[src/sv/vfdcg_pkg.sv]
// ----------------------------------------------------------------------------
// vfdcg_pkg
// Shared types, constants and helpers of the drive command frame generator.
// ----------------------------------------------------------------------------
package vfdcg_pkg;

  // speed field width and derived product widths
  localparam int SPEED_W = 24;
  localparam int M100_W  = SPEED_W + 7;
  localparam int PROD_W  = M100_W + 16;

  // input command codes
  localparam logic [1:0] CMD_TICK     = 2'd0;
  localparam logic [1:0] CMD_INIT     = 2'd1;
  localparam logic [1:0] CMD_SHUTDOWN = 2'd2;

  // configuration register indexes
  localparam logic [1:0] CFG_SLAVE_ADDR = 2'd0;
  localparam logic [1:0] CFG_CMD_SCALE  = 2'd1;
  localparam logic [1:0] CFG_FREQ_LIMIT = 2'd2;

  // reset values of the registers
  localparam logic [15:0] SCALE_RESET = 16'd256;
  localparam logic [15:0] LIMIT_RESET = 16'd40000;
  localparam logic [15:0] SCALE_UNITY = 16'd256;

  // link characters
  localparam logic [7:0] CH_ENQ  = 8'h05;
  localparam logic [7:0] CH_0    = 8'h30;
  localparam logic [7:0] CH_1    = 8'h31;
  localparam logic [7:0] CH_2    = 8'h32;
  localparam logic [7:0] CH_3    = 8'h33;
  localparam logic [7:0] CH_4    = 8'h34;
  localparam logic [7:0] CH_A    = 8'h41;
  localparam logic [7:0] CH_D    = 8'h44;
  localparam logic [7:0] CH_E    = 8'h45;
  localparam logic [7:0] CH_F    = 8'h46;

  // frame data lengths
  localparam logic [2:0] DLEN_NONE = 3'd0;
  localparam logic [2:0] DLEN_TWO  = 3'd2;
  localparam logic [2:0] DLEN_FOUR = 3'd4;

  typedef struct packed {
    logic [1:0]         cmd;
    logic               run_request;
    logic               forward_dir;
    logic               estop_ok;
    logic signed [SPEED_W-1:0] speed_command;
  } vfdcg_in_t;

  typedef struct packed {
    logic [7:0] tx_byte;
    logic       frame_end;
    logic       last;
  } vfdcg_out_t;

  // one frame to send: code, data bytes (element 0 goes first), length
  typedef struct packed {
    logic [7:0]      c0;
    logic [7:0]      c1;
    logic [3:0][7:0] data;
    logic [2:0]      dlen;
    logic            last;
  } vfdcg_frame_t;

  typedef enum logic [1:0] {TOP_IDLE, TOP_CALC, TOP_EMIT, TOP_WAIT} vfdcg_top_state_e;
  typedef enum logic [1:0] {MUL_IDLE, MUL_RUN, MUL_SAT} vfdcg_mul_state_e;
  typedef enum logic {FR_IDLE, FR_SEND} vfdcg_fr_state_e;

  // nibble to uppercase ascii hex
  function automatic logic [7:0] hex_char(input logic [3:0] nib);
    logic [7:0] c;
    if (nib < 4'd10) c = CH_0 + {4'd0, nib};
    else             c = CH_A + {4'd0, nib} - 8'd10;
    return c;
  endfunction

  // tens digit of a station number 0..31
  function automatic logic [1:0] st_tens(input logic [4:0] st);
    logic [1:0] t;
    if (st >= 5'd30)      t = 2'd3;
    else if (st >= 5'd20) t = 2'd2;
    else if (st >= 5'd10) t = 2'd1;
    else                  t = 2'd0;
    return t;
  endfunction

  // ones digit of a station number 0..31
  function automatic logic [3:0] st_ones(input logic [4:0] st);
    logic [4:0] r;
    case (st_tens(st))
      2'd3:    r = st - 5'd30;
      2'd2:    r = st - 5'd20;
      2'd1:    r = st - 5'd10;
      default: r = st;
    endcase
    return r[3:0];
  endfunction

endpackage

[src/sv/vfd_command_frame_generator_top.sv]
// ----------------------------------------------------------------------------
// vfd_command_frame_generator_top
// Drive command frame generator: change detection, frame queueing, config.
// ----------------------------------------------------------------------------
// One input beat is taken while the block is idle; it then queues up to three
// frames (estop return, run/direction, speed) or one init/shutdown frame and
// sends them one byte per cycle as the sink accepts. A frame of n data bytes
// is 8+n bytes long. A changed speed first runs the serial shift-add
// multiplier over the 16 scale bits. Input ready returns once the final byte
// of the last frame has entered the output register.
module vfd_command_frame_generator_top (
  input  logic                  clk_i,
  input  logic                  rst_ni,
  input  logic                  in_valid_i,
  output logic                  in_ready_o,
  input  vfdcg_pkg::vfdcg_in_t  in_data_i,
  output logic                  out_valid_o,
  input  logic                  out_ready_i,
  output vfdcg_pkg::vfdcg_out_t out_data_o,
  input  logic                  cfg_valid_i,
  output logic                  cfg_ready_o,
  input  logic [1:0]            cfg_index_i,
  input  logic [15:0]           cfg_data_i
);
  import vfdcg_pkg::*;

  vfdcg_top_state_e   state_q, state_d;
  logic [4:0]         slave_addr_q;
  logic [15:0]        cmd_scale_q;
  logic [15:0]        freq_limit_q;
  logic               prev_estop_q, prev_run_q, prev_fwd_q;
  logic [SPEED_W-1:0] prev_speed_q;
  logic               pend_f3_q, pend_fd_q, pend_fa_q, pend_ed_q;
  logic [7:0]         fa_char_q;
  logic [15:0]        ed_freq_q;

  logic               accept;
  logic [SPEED_W-1:0] spd, mag;
  logic               is_tick, estop_chg, estop_drop, rf_chg, spd_chg;
  logic               new_f3, new_fd, new_fa, new_ed;
  logic [7:0]         new_fa_char;
  logic [15:0]        scale_eff;
  logic               mul_done;
  logic [15:0]        mul_freq;
  logic               fr_start, fr_idle, fr_done;
  vfdcg_frame_t       fr_desc;
  logic               sel_f3, sel_fd, sel_fa, sel_ed;

  assign cfg_ready_o = 1'b1;
  assign accept      = in_valid_i && in_ready_o;

  // change detection on the incoming beat
  assign spd        = in_data_i.speed_command;
  assign mag        = spd[SPEED_W-1] ? (~spd + {{(SPEED_W-1){1'b0}}, 1'b1}) : spd;
  assign is_tick    = (in_data_i.cmd == CMD_TICK);
  assign estop_chg  = is_tick && (in_data_i.estop_ok != prev_estop_q);
  assign estop_drop = estop_chg && !in_data_i.estop_ok;
  assign rf_chg     = is_tick && !estop_drop && ((in_data_i.run_request != prev_run_q)
                      || (in_data_i.forward_dir != prev_fwd_q));
  assign spd_chg    = is_tick && !estop_drop && (spd != prev_speed_q);
  assign new_f3     = (in_data_i.cmd == CMD_INIT);
  assign new_fd     = estop_chg && in_data_i.estop_ok;
  assign new_fa     = (in_data_i.cmd == CMD_SHUTDOWN) || estop_drop || rf_chg;
  assign new_ed     = spd_chg;
  assign new_fa_char = (!rf_chg || !in_data_i.run_request) ? CH_0 :
                       (in_data_i.forward_dir ? CH_2 : CH_4);
  assign scale_eff  = (cmd_scale_q == 16'd0) ? SCALE_UNITY : cmd_scale_q;

  vfdcg_mul u_mul (
    .clk_i   (clk_i),
    .rst_ni  (rst_ni),
    .start_i (accept && new_ed),
    .mag_i   (mag),
    .scale_i (scale_eff),
    .limit_i (freq_limit_q),
    .done_o  (mul_done),
    .freq_o  (mul_freq)
  );

  // frame choice in send order
  assign sel_f3 = pend_f3_q;
  assign sel_fd = !sel_f3 && pend_fd_q;
  assign sel_fa = !sel_f3 && !sel_fd && pend_fa_q;
  assign sel_ed = !sel_f3 && !sel_fd && !sel_fa && pend_ed_q;

  always_comb begin
    fr_desc      = '0;
    fr_desc.last = ({pend_f3_q, pend_fd_q, pend_fa_q, pend_ed_q} &
                    ~{sel_f3, sel_fd, sel_fa, sel_ed}) == 4'd0;
    if (sel_f3) begin
      fr_desc.c0      = CH_F;
      fr_desc.c1      = CH_3;
      fr_desc.data[0] = CH_0;
      fr_desc.data[1] = CH_E;
      fr_desc.dlen    = DLEN_TWO;
    end else if (sel_fd) begin
      fr_desc.c0   = CH_F;
      fr_desc.c1   = CH_D;
      fr_desc.dlen = DLEN_NONE;
    end else if (sel_fa) begin
      fr_desc.c0      = CH_F;
      fr_desc.c1      = CH_A;
      fr_desc.data[0] = CH_0;
      fr_desc.data[1] = fa_char_q;
      fr_desc.dlen    = DLEN_TWO;
    end else begin
      fr_desc.c0      = CH_E;
      fr_desc.c1      = CH_D;
      fr_desc.data[0] = hex_char(ed_freq_q[15:12]);
      fr_desc.data[1] = hex_char(ed_freq_q[11:8]);
      fr_desc.data[2] = hex_char(ed_freq_q[7:4]);
      fr_desc.data[3] = hex_char(ed_freq_q[3:0]);
      fr_desc.dlen    = DLEN_FOUR;
    end
  end

  vfdcg_frame u_frame (
    .clk_i       (clk_i),
    .rst_ni      (rst_ni),
    .start_i     (fr_start),
    .frame_i     (fr_desc),
    .station_i   (slave_addr_q),
    .idle_o      (fr_idle),
    .done_o      (fr_done),
    .out_valid_o (out_valid_o),
    .out_ready_i (out_ready_i),
    .out_data_o  (out_data_o)
  );

  // next state
  always_comb begin
    state_d = state_q;
    case (state_q)
      TOP_IDLE: begin
        if (accept && new_ed) state_d = TOP_CALC;
        else if (accept && (new_f3 || new_fd || new_fa)) state_d = TOP_EMIT;
      end
      TOP_CALC: if (mul_done) state_d = TOP_EMIT;
      TOP_EMIT: if (fr_idle) state_d = TOP_WAIT;
      TOP_WAIT: begin
        if (fr_done) state_d = (pend_f3_q || pend_fd_q || pend_fa_q || pend_ed_q) ?
                               TOP_EMIT : TOP_IDLE;
      end
      default: state_d = TOP_IDLE;
    endcase
  end

  // outputs
  always_comb begin
    in_ready_o = 1'b0;
    fr_start   = 1'b0;
    case (state_q)
      TOP_IDLE: in_ready_o = 1'b1;
      TOP_EMIT: fr_start   = fr_idle;
      default: ;
    endcase
  end

  // control state, pending frames and configuration
  always_ff @(posedge clk_i or negedge rst_ni) begin
    if (!rst_ni) begin
      state_q      <= TOP_IDLE;
      slave_addr_q <= 5'd0;
      cmd_scale_q  <= SCALE_RESET;
      freq_limit_q <= LIMIT_RESET;
      prev_estop_q <= 1'b0;
      prev_run_q   <= 1'b0;
      prev_fwd_q   <= 1'b0;
      prev_speed_q <= '0;
      pend_f3_q    <= 1'b0;
      pend_fd_q    <= 1'b0;
      pend_fa_q    <= 1'b0;
      pend_ed_q    <= 1'b0;
    end else begin
      state_q <= state_d;
      if (cfg_valid_i && cfg_ready_o) begin
        case (cfg_index_i)
          CFG_SLAVE_ADDR: slave_addr_q <= cfg_data_i[4:0];
          CFG_CMD_SCALE:  cmd_scale_q  <= cfg_data_i;
          CFG_FREQ_LIMIT: freq_limit_q <= cfg_data_i;
          default: ;
        endcase
      end
      if (accept) begin
        pend_f3_q <= new_f3;
        pend_fd_q <= new_fd;
        pend_fa_q <= new_fa;
        pend_ed_q <= new_ed;
        if (estop_chg) prev_estop_q <= in_data_i.estop_ok;
        if (is_tick && !estop_drop) begin
          prev_run_q   <= in_data_i.run_request;
          prev_fwd_q   <= in_data_i.forward_dir;
          prev_speed_q <= spd;
        end
      end else if (fr_start) begin
        if (sel_f3) pend_f3_q <= 1'b0;
        if (sel_fd) pend_fd_q <= 1'b0;
        if (sel_fa) pend_fa_q <= 1'b0;
        if (sel_ed) pend_ed_q <= 1'b0;
      end
    end
  end

  // frame payload holding registers
  always_ff @(posedge clk_i) begin
    if (accept) fa_char_q <= new_fa_char;
    if (mul_done) ed_freq_q <= mul_freq;
  end

`ifndef SYNTHESIS
  // the item's final beat always closes a frame
  a_last_is_end: assert property (@(posedge clk_i) disable iff (!rst_ni)
    out_valid_o |-> (!out_data_o.last || out_data_o.frame_end))
    else $error("last beat without frame end");

  // the multiplier finishes only while a speed result is awaited
  a_mul_in_calc: assert property (@(posedge clk_i) disable iff (!rst_ni)
    mul_done |-> (state_q == TOP_CALC))
    else $error("multiplier done outside calc");

  // a frame completes only while the sequencer waits for it
  a_done_in_wait: assert property (@(posedge clk_i) disable iff (!rst_ni)
    fr_done |-> (state_q == TOP_WAIT))
    else $error("frame done outside wait");

  // a frame start always leaves the sequencer waiting on the frame unit
  a_start_wait: assert property (@(posedge clk_i) disable iff (!rst_ni)
    fr_start |=> (state_q == TOP_WAIT && !fr_idle))
    else $error("frame start not followed by send");
`endif

endmodule

[src/sv/vfdcg_mul.sv]
// ----------------------------------------------------------------------------
// vfdcg_mul
// Serial shift-add unit: freq = (mag * 100 * scale) >> 16, then saturated.
// ----------------------------------------------------------------------------
module vfdcg_mul (
  input  logic                          clk_i,
  input  logic                          rst_ni,
  input  logic                          start_i,
  input  logic [vfdcg_pkg::SPEED_W-1:0] mag_i,
  input  logic [15:0]                   scale_i,
  input  logic [15:0]                   limit_i,
  output logic                          done_o,
  output logic [15:0]                   freq_o
);
  import vfdcg_pkg::*;

  vfdcg_mul_state_e  state_q, state_d;
  logic [M100_W-1:0] m100_q;
  logic [PROD_W-1:0] acc_q, acc_d;
  logic [15:0]       scale_q;
  logic [3:0]        cnt_q;
  logic [M100_W-1:0] prod_hi;

  // next state
  always_comb begin
    state_d = state_q;
    case (state_q)
      MUL_IDLE: if (start_i) state_d = MUL_RUN;
      MUL_RUN:  if (cnt_q == 4'd0) state_d = MUL_SAT;
      MUL_SAT:  state_d = MUL_IDLE;
      default:  state_d = MUL_IDLE;
    endcase
  end

  // outputs
  always_comb begin
    done_o = 1'b0;
    case (state_q)
      MUL_SAT: done_o = 1'b1;
      default: done_o = 1'b0;
    endcase
  end

  // one scale bit per cycle, msb first
  assign acc_d = {acc_q[PROD_W-2:0], 1'b0}
               + (scale_q[cnt_q] ? {16'd0, m100_q} : {PROD_W{1'b0}});

  // saturation against the limit
  assign prod_hi = acc_q[PROD_W-1:16];
  assign freq_o  = (prod_hi > {{(M100_W-16){1'b0}}, limit_i}) ? limit_i : prod_hi[15:0];

  always_ff @(posedge clk_i or negedge rst_ni) begin
    if (!rst_ni) begin
      state_q <= MUL_IDLE;
      cnt_q   <= 4'd15;
    end else begin
      state_q <= state_d;
      if (state_q == MUL_IDLE) cnt_q <= 4'd15;
      else if (state_q == MUL_RUN) cnt_q <= cnt_q - 4'd1;
    end
  end

  // operands and accumulator
  always_ff @(posedge clk_i) begin
    if (state_q == MUL_IDLE && start_i) begin
      m100_q  <= M100_W'({7'd0, mag_i} * M100_W'(100));
      scale_q <= scale_i;
      acc_q   <= '0;
    end else if (state_q == MUL_RUN) begin
      acc_q <= acc_d;
    end
  end

endmodule

[src/sv/vfdcg_frame.sv]
// ----------------------------------------------------------------------------
// vfdcg_frame
// Byte sequencer for one frame with running checksum and output register.
// ----------------------------------------------------------------------------
module vfdcg_frame (
  input  logic                    clk_i,
  input  logic                    rst_ni,
  input  logic                    start_i,
  input  vfdcg_pkg::vfdcg_frame_t frame_i,
  input  logic [4:0]              station_i,
  output logic                    idle_o,
  output logic                    done_o,
  output logic                    out_valid_o,
  input  logic                    out_ready_i,
  output vfdcg_pkg::vfdcg_out_t   out_data_o
);
  import vfdcg_pkg::*;

  vfdcg_fr_state_e state_q, state_d;
  vfdcg_frame_t    frm_q;
  logic [3:0]      idx_q;
  logic [7:0]      sum_q;
  logic            ovalid_q;
  vfdcg_out_t      odata_q;
  logic            load;
  logic [3:0]      hi_idx;
  logic [3:0]      doff;
  logic            is_body;
  logic            is_end;
  logic [7:0]      cur_byte;

  assign hi_idx  = 4'd6 + {1'b0, frm_q.dlen};
  assign doff    = idx_q - 4'd6;
  assign is_body = (idx_q != 4'd0) && (idx_q < hi_idx);
  assign is_end  = (idx_q == hi_idx + 4'd1);

  // next state
  always_comb begin
    state_d = state_q;
    case (state_q)
      FR_IDLE: if (start_i) state_d = FR_SEND;
      FR_SEND: if (load && is_end) state_d = FR_IDLE;
      default: state_d = FR_IDLE;
    endcase
  end

  // outputs
  always_comb begin
    idle_o = 1'b0;
    load   = 1'b0;
    case (state_q)
      FR_IDLE: idle_o = 1'b1;
      FR_SEND: load   = !ovalid_q || out_ready_i;
      default: idle_o = 1'b1;
    endcase
  end
  assign done_o = load && is_end;

  // byte at the current position
  always_comb begin
    if (idx_q == 4'd0) begin
      cur_byte = CH_ENQ;
    end else if (idx_q < 4'd6) begin
      case (idx_q)
        4'd1:    cur_byte = CH_0 + {6'd0, st_tens(station_i)};
        4'd2:    cur_byte = CH_0 + {4'd0, st_ones(station_i)};
        4'd3:    cur_byte = frm_q.c0;
        4'd4:    cur_byte = frm_q.c1;
        default: cur_byte = CH_1;
      endcase
    end else if (idx_q < hi_idx) begin
      cur_byte = frm_q.data[doff[1:0]];
    end else if (idx_q == hi_idx) begin
      cur_byte = hex_char(sum_q[7:4]);
    end else begin
      cur_byte = hex_char(sum_q[3:0]);
    end
  end

  always_ff @(posedge clk_i or negedge rst_ni) begin
    if (!rst_ni) begin
      state_q  <= FR_IDLE;
      ovalid_q <= 1'b0;
    end else begin
      state_q <= state_d;
      if (load) ovalid_q <= 1'b1;
      else if (out_ready_i) ovalid_q <= 1'b0;
    end
  end

  // position, checksum and output beat
  always_ff @(posedge clk_i) begin
    if (state_q == FR_IDLE && start_i) begin
      frm_q <= frame_i;
      idx_q <= 4'd0;
      sum_q <= 8'd0;
    end else if (load) begin
      idx_q <= idx_q + 4'd1;
      if (is_body) sum_q <= sum_q + cur_byte;
    end
    if (load) begin
      odata_q.tx_byte   <= cur_byte;
      odata_q.frame_end <= is_end;
      odata_q.last      <= is_end && frm_q.last;
    end
  end

  assign out_valid_o = ovalid_q;
  assign out_data_o  = odata_q;

endmodule

[config.mk]
export PLATFORM = sky130hd
export DESIGN_NAME = vfd_command_frame_generator_top
export DESIGN_NICKNAME = d
export VERILOG_FILES = /design/src/sv/vfdcg_pkg.sv /design/src/sv/vfd_command_frame_generator_top.sv /design/src/sv/vfdcg_mul.sv /design/src/sv/vfdcg_frame.sv
export SDC_FILE = /design/constraint.sdc
export NUM_CORES = 1
export LEC_CHECK = 0
export ABC_AREA = 1
export BUFFER_PORTS_ARGS = -buffer_cell sky130_fd_sc_hd__buf_2
export CAP_MARGIN = 20
export CORE_MARGIN = 10
export CORE_UTILIZATION = 67
export CTS_BUF_LIST = sky130_fd_sc_hd__clkbuf_8 sky130_fd_sc_hd__clkbuf_16
export DETAILED_ROUTE_END_ITERATION = 12
export PLACE_DENSITY_LB_ADDON = 0.08
export SYNTH_ARGS = -nofsm -noshare
export SYNTH_HDL_FRONTEND = slang
export SYNTH_HIERARCHICAL = 1
export SYNTH_SLANG_ARGS = --single-unit
[constraint.sdc]
create_clock -name clk_i -period 6.5 [get_ports clk_i]
set_input_delay 0.975 -clock clk_i [delete_from_list [all_inputs] [get_ports clk_i]]
set_output_delay 0.975 -clock clk_i [all_outputs]
set_load 0.05 [all_outputs]
==> flow_summary.yaml, run 1 <==
outcome:
  run_status: "completed"
critical_path:
  cp_top_family: "adder cells"
  crit_fanout: 6
  critPathSlowestCell: "sky130_fd_sc_hd__fa_1"
  critical_path.max_stage_delay_ns: 0.49
  cp_data_arrival_time_ns: 5.10
  beginning_of_the_worst_register_to_register_path: "u_mul/cnt_q[0]$_DFFE_PN1P_"
  worst_setup_path_end_kind: "flip-flop"
  r2r_setup_slack_ns: 2.37
  crit_required_ns: 6.83
  worstPathCellList: "buf_2, inv_2, ha_1, inv_1, nor3_4, inv_2, nor3_1, or2_2, xor2_1, ha_1, ha_1, inv_1, fa_1, inv_1, ha_1, a21o_1, a21oi_1, o21ai_0, nand2_1, nand2_1, nand2_1, nand2_1, nand2_1, nand2_1"
  crit_buf_inv: 6
  path_type_of_the_worst_setup_path: "in -> reg"
  cp_common_cell: "sky130_fd_sc_hd__nand2_1"
  reg2regPathDepth: 20
  startpoint_type: "input port"
  worst_r2r_endpoint: "u_mul/acc_q[34]$_SDFFE_PP0P_"
  crit_cells: 24
sta:
  rsz_0062_raised_after_global_routing: "false"
  final_period_minus_worst_setup_slack_ns: 4.77
  finalHoldWorstSlack_ns: 0.472
  report.final.hold_viol_count: 0
  achievable-frequency_ghz: 0.210
  tns_ns: 0
  slew_violations: 0
  setup_ws_ns: 1.73
  worst_pin_slew_ns: 0.992
  finalSetupViolations: 0
  max-slew-margin-rel_pct: 33.9
  min_period_over_period_pct: 73.4
  worst_clock_skew_ns: 0.0193
placed_design:
  routabilityCongestion: 0.941
  detailed_place_hpwl_um: 35900
  count_of_port_buffers_added_during_placement: 63
  postPlaceCellArea_um2: 19400
  place_worst_setup_slack_ns: 1.13
yosys:
  synthesis.area_per_instance_um2: 7.31
  asyncSetResetFlopFracSynth_pct: 30.0
  netlist_area_um2: 18700
  synth-seq-area-share_pct: 36.6
  ys_warn_count: 6
  synth_top_area_share_pct: 20.1
  yosys_register_bits: 260
  synth_area_leaders: "sky130_fd_sc_hd__edfxtp_1, sky130_fd_sc_hd__nand2_1, sky130_fd_sc_hd__inv_1"
  synthCells: 2561
  synth_largest_area_cell: "sky130_fd_sc_hd__edfxtp_1"
  synth_enable_flop_cells: 125
  synth.lib_cells_used.distinct: 59
  yosys_most_used_dff: "sky130_fd_sc_hd__edfxtp_1"
grt:
  grt.met2_usage_pct: 46.7
  global_route.usage.met1_pct: 33.1
  global_route.usage.met3_pct: 2.57
  busiest_layer: "met2"
  grt_antenna_before_repair: 0
  overflow: 0
  pin_count_of_the_biggest_net_entering_global_routing: 79
  global_route.usage.total_pct: 26.4
  global_route_wire_length_before_repair_um: 77900
  grt_pass1_vias: 16000
worst_hold_path:
  hold_path_depth: 0
  worst_hold_endpoint: "u_mul/scale_q[15]$_DFFE_PP_"
  hold_path_startpoint: "cmd_scale_q[15]$_DFFE_PN0P_"
  worstHoldPathType: "reg -> reg"
finish:
  postLayoutCoreUtil_pct: 73.3
  final.fill_count: 2275
  final_net_count: 2837
  area.growth.synth_to_final_pct: 8.45
  proportion_of_layout_cells_with_a_drive_suffix_above_1_pct: 6.52
  final_design_area_no_fill_um2: 20300
  antennaDiodeCount: 0
power:
  pwr-share-seq_pct: 27.6
  p_leak_nw: 10.7
  max-vdd-ir-drop_uv: 363
  power_switching_share_pct: 48.0
  powerDensity_nw_per_um2: 474
  comb_power_share_pct: 55.6
  power.internal_w: 0.00500
  power.clock.fraction_pct: 16.8
  switching_power_w: 0.00462
detailed_routing:
  detail_route.wirelength_um: 46800
  postRouteAntennaNets: 0
  vias: 16400
  first_iter_violations: 1419
  dr.pass1.iters: 8
  viasPerCell: 5.45
  route.detailed.drc: 0
  routed_wire_per_std_cell_um: 15.5
clocking:
  cts-buffers-inserted: 29
  cts-htree-levels: 1
  cts_buffer_depth: 3
  tritoncts: "yes"
  postCtsSetupRepairBufs: 0
  cts.hold.buffers_added: 0
  cts.root.buffer_cell: "sky130_fd_sc_hd__clkbuf_16"
  clkSlewWorstSetupHoldPaths_ns: 0.07
  cts_resized: 0
  cts_num_sinks: 260
  clkLatencyLatePin_ns: 0.57
floorplan:
  die-area_um2: 35000
  initial_util_pct: 67.6
  die_width_um: 187
  die_h_um: 187
  rows: 61
  ports: 65
  core_area_um2: 27700
run:
  max_cap_viol_count: 0
[final cells by class]
cell class / instances / area, um2 / share of cell area (%)
inverter: 532 / 2000 / 9.84
tap: 378 / 473 / 2.33
clock inverter: 22 / 179 / 0.881
multi-input combinational: 1723 / 9650 / 47.6
clock buffer: 32 / 767 / 3.78
sequential: 260 / 6860 / 33.8
timing repair buffer: 70 / 370 / 1.82
[cell usage in the layout (no fill, tap or decap), types with 12 or more instances in the layout]
master and n:
sky130_fd_sc_hd__buf_2 62, sky130_fd_sc_hd__clkbuf_16 29, sky130_fd_sc_hd__nand2_1 660, sky130_fd_sc_hd__edfxtp_1 125
sky130_fd_sc_hd__ha_1 147, sky130_fd_sc_hd__nand4_1 21, sky130_fd_sc_hd__a21oi_1 113, sky130_fd_sc_hd__xnor2_1 12
sky130_fd_sc_hd__nand3_1 137, sky130_fd_sc_hd__inv_2 13, sky130_fd_sc_hd__nor3_1 23, sky130_fd_sc_hd__dfxtp_1 57
sky130_fd_sc_hd__o21bai_1 28, sky130_fd_sc_hd__nor2_1 196, sky130_fd_sc_hd__inv_1 524, sky130_fd_sc_hd__o21ai_0 189
sky130_fd_sc_hd__dfrtp_1 68, sky130_fd_sc_hd__xor2_1 61, sky130_fd_sc_hd__fa_1 22, sky130_fd_sc_hd__conb_1 14
[worst reg2reg max path: stages, from the launching register on]
cell and delay [ns]:
sky130_fd_sc_hd__dfstp_2 0.67, sky130_fd_sc_hd__inv_1 0.19, sky130_fd_sc_hd__a21boi_0 0.19, sky130_fd_sc_hd__o21ai_0 0.09
sky130_fd_sc_hd__o211ai_1 0.17, sky130_fd_sc_hd__nand2_1 0.24, sky130_fd_sc_hd__inv_2 0.42, sky130_fd_sc_hd__nor2_1 0.12
sky130_fd_sc_hd__ha_1 0.39, sky130_fd_sc_hd__nand2_1 0.12, sky130_fd_sc_hd__nand3_1 0.25, sky130_fd_sc_hd__nand2_1 0.13
sky130_fd_sc_hd__nand2_1 0.14, sky130_fd_sc_hd__nand2_1 0.10, sky130_fd_sc_hd__nand3_1 0.32, sky130_fd_sc_hd__nand2_1 0.20
sky130_fd_sc_hd__nand2_1 0.07, sky130_fd_sc_hd__nand2_1 0.06, sky130_fd_sc_hd__nand3_1 0.06, sky130_fd_sc_hd__nand2_1 0.09
sky130_fd_sc_hd__inv_1 0.03
[cell families (layout without fill, tap and decap cells)]
| kind of cell | after synthesis | in the layout | synth area share (%) |
|---|---|---|---|
| AND/OR/NAND/NOR | 1083 | 1083 | 24.2 |
| buffers and inverters | 590 | 656 | 12.1 |
| AO/OA/AOI/OAI | 383 | 383 | 11.4 |
| flip-flops | 260 | 260 | 36.6 |
| adder cells (fa/ha/maj) | 169 | 169 | 12.2 |
| XOR/XNOR | 73 | 73 | 3.42 |
| other | 2 | 14 | 0.0401 |
| multiplexers | 1 | 1 | 0.0535 |
[how the worst max path moves through the flow]
stage / start / end / slack (ns)
2_1_floorplan: in_data_i[1] / u_mul/m100_q[30]$_DFFE_PP_ / 1.76
3_3_place_gp: in_data_i[0] / u_mul/m100_q[30]$_DFFE_PP_ / 1.24
3_5_place_dp: in_data_i[0] / u_mul/m100_q[30]$_DFFE_PP_ / 1.13
4_1_cts: in_data_i[0] / u_mul/m100_q[30]$_DFFE_PP_ / 1.72
5_1_grt: in_data_i[0] / u_mul/m100_q[30]$_DFFE_PP_ / 1.36
6_report: in_data_i[0] / u_mul/m100_q[30]$_DFFE_PP_ / 1.73
[synth_stat cells, drive strengths merged, types with 12 or more instances]
library cell	number
ha	147
xnor2	12
dfrtp	68
edfxtp	125
nand4	22
nand3	139
o21ai	194
a21oi	116
nor2	204
nand2	668
clkbuf	42
fa	22
buf	16
xor2	61
inv	529
dfxtp	57
o21bai	28
nor3	28
[stage by stage]
step	power (W)	std cells
after global placement	0.00774	2963
after global routing	0.0105	3017
after detailed placement	0.00790	2963
after floorplan	0.00660	2573
final	0.00963	3017
after CTS	0.00957	3017
[power by group through the flow]
stage | clock network [W] | logic, W | registers, W
6_report | 0.00162 | 0.00535 | 0.00266
5_1_grt | 0.00170 | 0.00608 | 0.00270
4_1_cts | 0.00164 | 0.00528 | 0.00265
3_5_place_dp | 0 | 0.00523 | 0.00267
3_3_place_gp | 0 | 0.00508 | 0.00266
2_1_floorplan | 0 | 0.00396 | 0.00264
[per-layer routing]
| metal | vias to the layer above | wire length [um] |
|---|---|---|
| li1 | 8216 | - |
| met1 | 7573 | 19600 |
| met5 | - | 0 |
| met4 | 0 | 1620 |
| met3 | 108 | 2760 |
| met2 | 534 | 22800 |
[sequential cells by signal, summed over array words and instances, names as in the netlist, 2 cells and up]
name,flops
u_frame/frm_q,52
u_mul/acc_q,45
u_mul/m100_q,29
prev_speed_q,24
cmd_scale_q,16
ed_freq_q,16
freq_limit_q,16
u_mul/scale_q,16
u_frame/out_data_o,10
u_frame/sum_q,8
slave_addr_q,5
u_frame/idx_q,4
u_mul/cnt_q,4
fa_char_q,2
state_q,2
u_mul/state_q,2
(Power assumes the default switching activity.)
==> run 2: changes to the inputs <==
CORE_UTILIZATION = 64   (was 67)
clock period = 4.7 ns   (was 6.5 ns; I/O delays follow)
==> flow_summary.yaml, run 2 (synthesized netlist as in run 1, its figures left out) <==
outcome:
  run_status: "completed"
floorplan:
  ports: 65
  rows: 62
  core_area_um2: 28800
  die_width_um: 191
  die-area_um2: 36500
  initial_util_pct: 65.0
  die_h_um: 191
placed_design:
  placed_cells_incl_taps: 3018
  detailed_place_hpwl_um: 36600
  count_of_port_buffers_added_during_placement: 63
  place_worst_setup_slack_ns: -0.0422
  postPlaceCellArea_um2: 19700
  routabilityCongestion: 0.951
power:
  pwr-share-seq_pct: 27.1
  comb_power_share_pct: 55.8
  max-vdd-ir-drop_uv: 628
  totalPowerFinal_w: 0.0135
  powerDensity_nw_per_um2: 650
  power.internal_w: 0.00710
  power.clock.fraction_pct: 17.1
  p_leak_nw: 10.9
  power_switching_share_pct: 47.3
  switching_power_w: 0.00636
sta:
  setup_ws_ns: 0.504
  final_period_minus_worst_setup_slack_ns: 4.20
  worst_clock_skew_ns: 0.0142
  rsz_0062_raised_after_global_routing: "false"
  achievable-frequency_ghz: 0.238
  finalSetupViolations: 0
  max-slew-margin-rel_pct: 31.7
  min_period_over_period_pct: 89.3
  report.final.hold_viol_count: 0
  tns_ns: 0
  worst_pin_slew_ns: 1.02
  slew_violations: 0
detailed_routing:
  first_iter_violations: 1050
  routed_wire_per_std_cell_um: 15.3
  dr.pass1.iters: 6
  vias: 16500
  detail_route.wirelength_um: 47100
  viasPerCell: 5.36
  route.detailed.drc: 0
  postRouteAntennaNets: 0
finish:
  largest_register_ff_count: 52
  final.fill_count: 2338
  final_common_cell: "sky130_fd_sc_hd__nand2_1"
  post_layout_nonfiller_instances: 3072
  proportion_of_layout_cells_with_a_drive_suffix_above_1_pct: 8.30
  final_net_count: 2886
  largest-register: "u_frame/frm_q"
  area.growth.synth_to_final_pct: 10.6
  antennaDiodeCount: 0
  final_cell_mix: "sky130_fd_sc_hd__nand2_1, sky130_fd_sc_hd__inv_1, sky130_fd_sc_hd__nor2_1"
  largestRegisters: "u_frame/frm_q x52, u_mul/acc_q x45, u_mul/m100_q x29"
  final_design_area_no_fill_um2: 20700
critical_path:
  setup.worst_path.end: "u_mul/m100_q[23]$_DFFE_PP_"
  r2r_setup_slack_ns: 0.56
  critPathSlowestCell: "sky130_fd_sc_hd__fa_1"
  critical_path.max_stage_delay_ns: 0.50
  startpoint_type: "input port"
  crit_required_ns: 5.00
  worst_r2r_endpoint: "u_mul/acc_q[42]$_SDFFE_PP0P_"
  cp_common_cell: "sky130_fd_sc_hd__ha_1"
  reg2regPathDepth: 19
  worst_setup_path_end_kind: "flip-flop"
  beginning_of_the_worst_register_to_register_path: "u_mul/cnt_q[0]$_DFFE_PN1P_"
  path_type_of_the_worst_setup_path: "in -> reg"
  critical_path.startpoint: "in_data_i[0]"
  worstPathCellList: "buf_2, inv_2, ha_1, inv_1, nor3_4, inv_2, nor2_4, nand2_2, o31ai_4, xor2_1, ha_1, ha_1, inv_1, fa_1, inv_1, ha_1, a21oi_1, o21ai_0, a21oi_1, o21ai_0, nand2_1, nand2_1, xor2_1"
  cp_data_arrival_time_ns: 4.50
  crit_fanout: 5
grt:
  pin_count_of_the_biggest_net_entering_global_routing: 79
  grt_pass1_vias: 16000
  grt_antenna_before_repair: 0
  global_route_wire_length_before_repair_um: 77500
  global_route.usage.total_pct: 25.7
  overflow: 0
clocking:
  postCtsSetupRepairBufs: 0
  clkLatencyLatePin_ns: 0.56
  cts_resized: 0
  clkSlewWorstSetupHoldPaths_ns: 0.07
  cts.hold.buffers_added: 0
  cts-htree-levels: 1
  cts.root.buffer_cell: "sky130_fd_sc_hd__clkbuf_16"
  cts-buffers-inserted: 29
  cts_buffer_depth: 3
  cts_num_sinks: 260
  tritoncts: "yes"
worst_hold_path:
  worstHoldPathType: "in -> async"
run:
  max_cap_viol_count: 0
==> run 2: cell types whose count changed in the layout (fill, tap and decap cells not counted), sizes merged <==
cell      before  now
buf           70  119
clkinv         9   13
inv          540  536
bufinv         2    3
clkinvlp       3    2
==> run 2: cell type report <==
cell class / count / area (um2) / area share [%]
Clock buffer: 32 / 767 / 3.71
Clock inverter: 22 / 200 / 0.967
Inverter: 532 / 2000 / 9.65
Multi-Input combinational cell: 1723 / 9650 / 46.6
Sequential cell: 260 / 6860 / 33.1
Tap cell: 384 / 480 / 2.32
Timing Repair Buffer: 119 / 738 / 3.57
==> run 2: worst min-delay path by stage <==
stage	start	to	slack, ns	cells after the start
4_1_cts	rst_ni	prev_speed_q[2]$_DFFE_PN0P_	0.34	1
5_1_grt	rst_ni	prev_speed_q[10]$_DFFE_PN0P_	0.38	1
6_report	rst_ni	prev_speed_q[12]$_DFFE_PN0P_	0.32	1
3_3_place_gp	cmd_scale_q[4]$_DFFE_PN0P_	u_mul/scale_q[4]$_DFFE_PP_	0.46	0
3_5_place_dp	cmd_scale_q[4]$_DFFE_PN0P_	u_mul/scale_q[4]$_DFFE_PP_	0.46	0
2_1_floorplan	rst_ni	cmd_scale_q[0]$_DFFE_PN0P_	0.41	0
==> run 2: through the flow <==
stage	util, %	hold slack, ns
after floorplan	-	0.409
after global placement	68.5	0.455
after detailed placement	68.5	0.461
after CTS	71.9	0.343
after global routing	71.9	0.377
final	71.9	0.315
==> run 2: power by group through the flow <==
stage | Clock (W) | Combinational, W | Sequential, W
floorplan | 0 | 0.00548 | 0.00365
global placement | 0 | 0.00716 | 0.00365
detailed placement | 0 | 0.00735 | 0.00367
CTS | 0.00234 | 0.00742 | 0.00364
global route | 0.00242 | 0.00855 | 0.00371
finish | 0.00230 | 0.00751 | 0.00365
==> run 2: per-layer routing <==
metal	up-vias	global-route usage (%)	share of wire (%)	wire length, um
met5	-	0	0	0
met4	0	8.90	3.5	1660
met3	109	2.66	5.2	2460
met2	478	44.7	48	22700
met1	7575	32.6	43	20300
li1	8308	-	-	-
==> run 2: worst max-delay path, delay by kind of cell <==
kind            cells  cell delay [ns]
buf+inv             6             0.41
xor+xnor            2             0.46
compound gates      5             0.90
simple gates        5             0.46
fa+ha+maj           5             1.56
==> run 3: changes to the inputs <==
ABC_AREA = not set   (was 1)
==> flow_summary.yaml, run 3 <==
sta:
  report.final.hold_viol_count: 0
  final_period_minus_worst_setup_slack_ns: 4.68
  setup_ws_ns: 0.0163
  slew_violations: 0
  worst_clock_skew_ns: 0.0144
  achievable-frequency_ghz: 0.214
  tns_ns: 0
  worst_pin_slew_ns: 1.01
  max-slew-margin-rel_pct: 32.6
  finalSetupViolations: 0
  min_period_over_period_pct: 99.7
  rsz_0062_raised_after_global_routing: "true"
grt:
  overflow: 0
  pin_count_of_the_biggest_net_entering_global_routing: 68
  global_route_wire_length_before_repair_um: 61000
  grt_pass1_vias: 12600
  global_route.usage.total_pct: 21.5
  grt_antenna_before_repair: 0
critical_path:
  path_type_of_the_worst_setup_path: "in -> reg"
  startpoint_type: "input port"
  crit_required_ns: 4.99
  crit_fanout: 4
  worst_setup_path_end_kind: "flip-flop"
  critical_path.max_stage_delay_ns: 0.54
  worstPathCellList: "buf_6, or4_4, or3_4, o41ai_4, xnor2_2, ha_1, ha_1, inv_2, fa_1, inv_2, ha_4, a21o_1, a21oi_2, o21ai_2, a211o_1, a21o_1, a311oi_2, xnor2_1"
  cp_data_arrival_time_ns: 4.97
  critPathSlowestCell: "sky130_fd_sc_hd__or4_4"
outcome:
  run_status: "completed"
power:
  comb_power_share_pct: 49.5
  max-vdd-ir-drop_uv: 349
  totalPowerFinal_w: 0.0115
  power.internal_w: 0.00701
  power.clock.fraction_pct: 19.1
  switching_power_w: 0.00453
  p_leak_nw: 8.69
  pwr-share-seq_pct: 31.3
  powerDensity_nw_per_um2: 586
  power_switching_share_pct: 39.3
yosys:
  synth-seq-area-share_pct: 40.2
  netlist_area_um2: 17100
  synth.lib_cells_used.distinct: 102
  synthTopCellsByCount: "sky130_fd_sc_hd__ha_1, sky130_fd_sc_hd__inv_1, sky130_fd_sc_hd__edfxtp_1"
  synth_enable_flop_cells: 125
  synth_largest_area_cell: "sky130_fd_sc_hd__edfxtp_1"
  synthCells: 1664
  synth_top_area_share_pct: 22.0
  asyncSetResetFlopFracSynth_pct: 30.0
  yosys.cell_count.top_type: "sky130_fd_sc_hd__ha_1"
  synthesis.area_per_instance_um2: 10.3
  synth_area_leaders: "sky130_fd_sc_hd__edfxtp_1, sky130_fd_sc_hd__ha_1, sky130_fd_sc_hd__dfrtp_1"
  yosys_most_used_dff: "sky130_fd_sc_hd__edfxtp_1"
  ys_warn_count: 6
  yosys_register_bits: 260
finish:
  multi_input_area_um2: 9660
  final_cell_mix: "sky130_fd_sc_hd__ha_1, sky130_fd_sc_hd__inv_1, sky130_fd_sc_hd__buf_4"
  post_layout_nonfiller_instances: 2181
  proportion_of_layout_cells_with_a_drive_suffix_above_1_pct: 21.5
  largestRegisters: "u_frame/frm_q x52, u_mul/acc_q x45, u_mul/m100_q x29"
  area.growth.synth_to_final_pct: 15.4
  largest_register_ff_count: 52
  register_cell_area_after_layout_um2: 6860
  antennaDiodeCount: 0
  final_net_count: 2045
  final_common_cell: "sky130_fd_sc_hd__ha_1"
  largest-register: "u_frame/frm_q"
  final.fill_count: 1822
detailed_routing:
  dr.pass1.iters: 5
  route.detailed.drc: 0
  detail_route.wirelength_um: 38100
  vias: 12900
  first_iter_violations: 850
  routed_wire_per_std_cell_um: 17.5
  viasPerCell: 5.90
  postRouteAntennaNets: 0
clocking:
  cts-htree-levels: 1
  cts_buffer_depth: 3
  cts_num_sinks: 260
  tritoncts: "yes"
  cts.hold.buffers_added: 0
  cts.root.buffer_cell: "sky130_fd_sc_hd__clkbuf_16"
  clkSlewWorstSetupHoldPaths_ns: 0.06
  clkLatencyLatePin_ns: 0.54
  cts-buffers-inserted: 28
floorplan:
  ports: 65
  die_h_um: 183
  core_area_um2: 26100
  die-area_um2: 33600
  rows: 59
  die_width_um: 183
  initial_util_pct: 65.4
placed_design:
  place_worst_setup_slack_ns: -0.618
  routabilityCongestion: 0.939
  placed_cells_incl_taps: 2119
  count_of_port_buffers_added_during_placement: 63
  detailed_place_hpwl_um: 28000
run:
  max_cap_viol_count: 0
worst_hold_path:
  worstHoldPathType: "in -> async"
==> run 3: cell count changes after synthesis, moves of 30 or more <==
cell | previous run | this run
sky130_fd_sc_hd__inv_1 | 516 | 138
sky130_fd_sc_hd__nand2_1 | 660 | 120
sky130_fd_sc_hd__a211oi_1 | 0 | 30
sky130_fd_sc_hd__mux2_2 | 0 | 44
sky130_fd_sc_hd__nor2_1 | 197 | 83
sky130_fd_sc_hd__nand3_1 | 137 | 27
sky130_fd_sc_hd__o21ai_0 | 189 | 82
sky130_fd_sc_hd__xnor2_1 | 12 | 88
sky130_fd_sc_hd__and2_1 | 0 | 33
==> run 3: worst max-delay path: cells and delay by family <==
kind	cells	cell delay [ns]
AND/OR/NAND/NOR	2	0.97
adder cells (fa/ha/maj)	4	1.33
buffers and inverters	3	0.18
XOR/XNOR	2	0.29
AO/OA/AOI/OAI	7	1.48
==> run 3: final cells by class <==
| cell class | count | area share (%) |
|---|---|---|
| multi-input combinational | 1203 | 49.0 |
| sequential | 260 | 34.8 |
| timing repair buffer | 190 | 6.56 |
| clock buffer | 34 | 4.09 |
| inverter | 141 | 2.69 |
| tap | 335 | 2.13 |
| clock inverter | 18 | 0.724 |
==> run 3: path summary, 6_finish.rpt <==
| path | depth (start not counted) | slack (ns) | from | endpoint |
|---|---|---|---|---|
| max | 18 | 0.02 | in_data_i[9] | u_mul/m100_q[29]$_DFFE_PP_ |
| min | 1 | 0.09 | rst_ni | cmd_scale_q[1]$_DFFE_PN0P_ |
| max reg2reg | 12 | 0.20 | u_mul/cnt_q[0]$_DFFE_PN1P_ | u_mul/acc_q[44]$_SDFFE_PP0P_ |
| min reg2reg | 2 | 0.46 | u_mul/acc_q[13]$_SDFFE_PP0P_ | u_mul/acc_q[13]$_SDFFE_PP0P_ |
| max in group asynchronous | 2 | 3.60 | rst_ni | prev_speed_q[13]$_DFFE_PN0P_ |
| min in group clk_i | 2 | 0.42 | cfg_data_i[7] | cmd_scale_q[7]$_DFFE_PN0P_ |
==> run 3: logic make-up (layout without fill, tap and decap cells) <==
group / after synthesis / after routing / share of synthesized area (%)
buf+inv: 215 / 383 / 5.28
xor+xnor: 122 / 122 / 6.26
flops: 260 / 260 / 40.2
mux: 98 / 100 / 7.47
compound gates: 378 / 378 / 14.8
simple gates: 419 / 419 / 12.6
fa+ha+maj: 170 / 170 / 13.4
other cells: 2 / 14 / 0.0440
==> run 3: power by group through the flow <==
stage	Combinational [W]	Sequential [W]	Clock (W)
6_report	0.00572	0.00362	0.00221
5_1_grt	0.00638	0.00369	0.00233
4_1_cts	0.00560	0.00360	0.00224
3_5_place_dp	0.00554	0.00364	0
3_3_place_gp	0.00537	0.00361	0
2_1_floorplan	0.00409	0.00359	0
==> run 3: per-layer routing <==
layer / vias to the layer above / track usage (%) / share of wire, %
met4: 0 / 5.25 / 2.1
li1: 6285 / - / -
met2: 350 / 38.2 / 50
met5: - / 0 / 0
met3: 62 / 2.77 / 4.9
met1: 6170 / 27.2 / 43
==> run 3: timing repair <==
action                     CTS  global route
buffers inserted             0             8
hold endpoints to repair     0             0
cloned                       0             2
pin swaps                    1            30
setup endpoints to repair    3            12
gates resized for setup      3            31
==> run 3: through the flow <==
step	hold slack [ns]	area (um2)	utilization, %
5_1_grt	0.128	19700	75.4
3_5_place_dp	0.451	18500	70.7
2_1_floorplan	0.409	17200	-
6_report	0.0949	19700	75.4
4_1_cts	0.115	19400	74.4
3_3_place_gp	0.444	18500	70.7
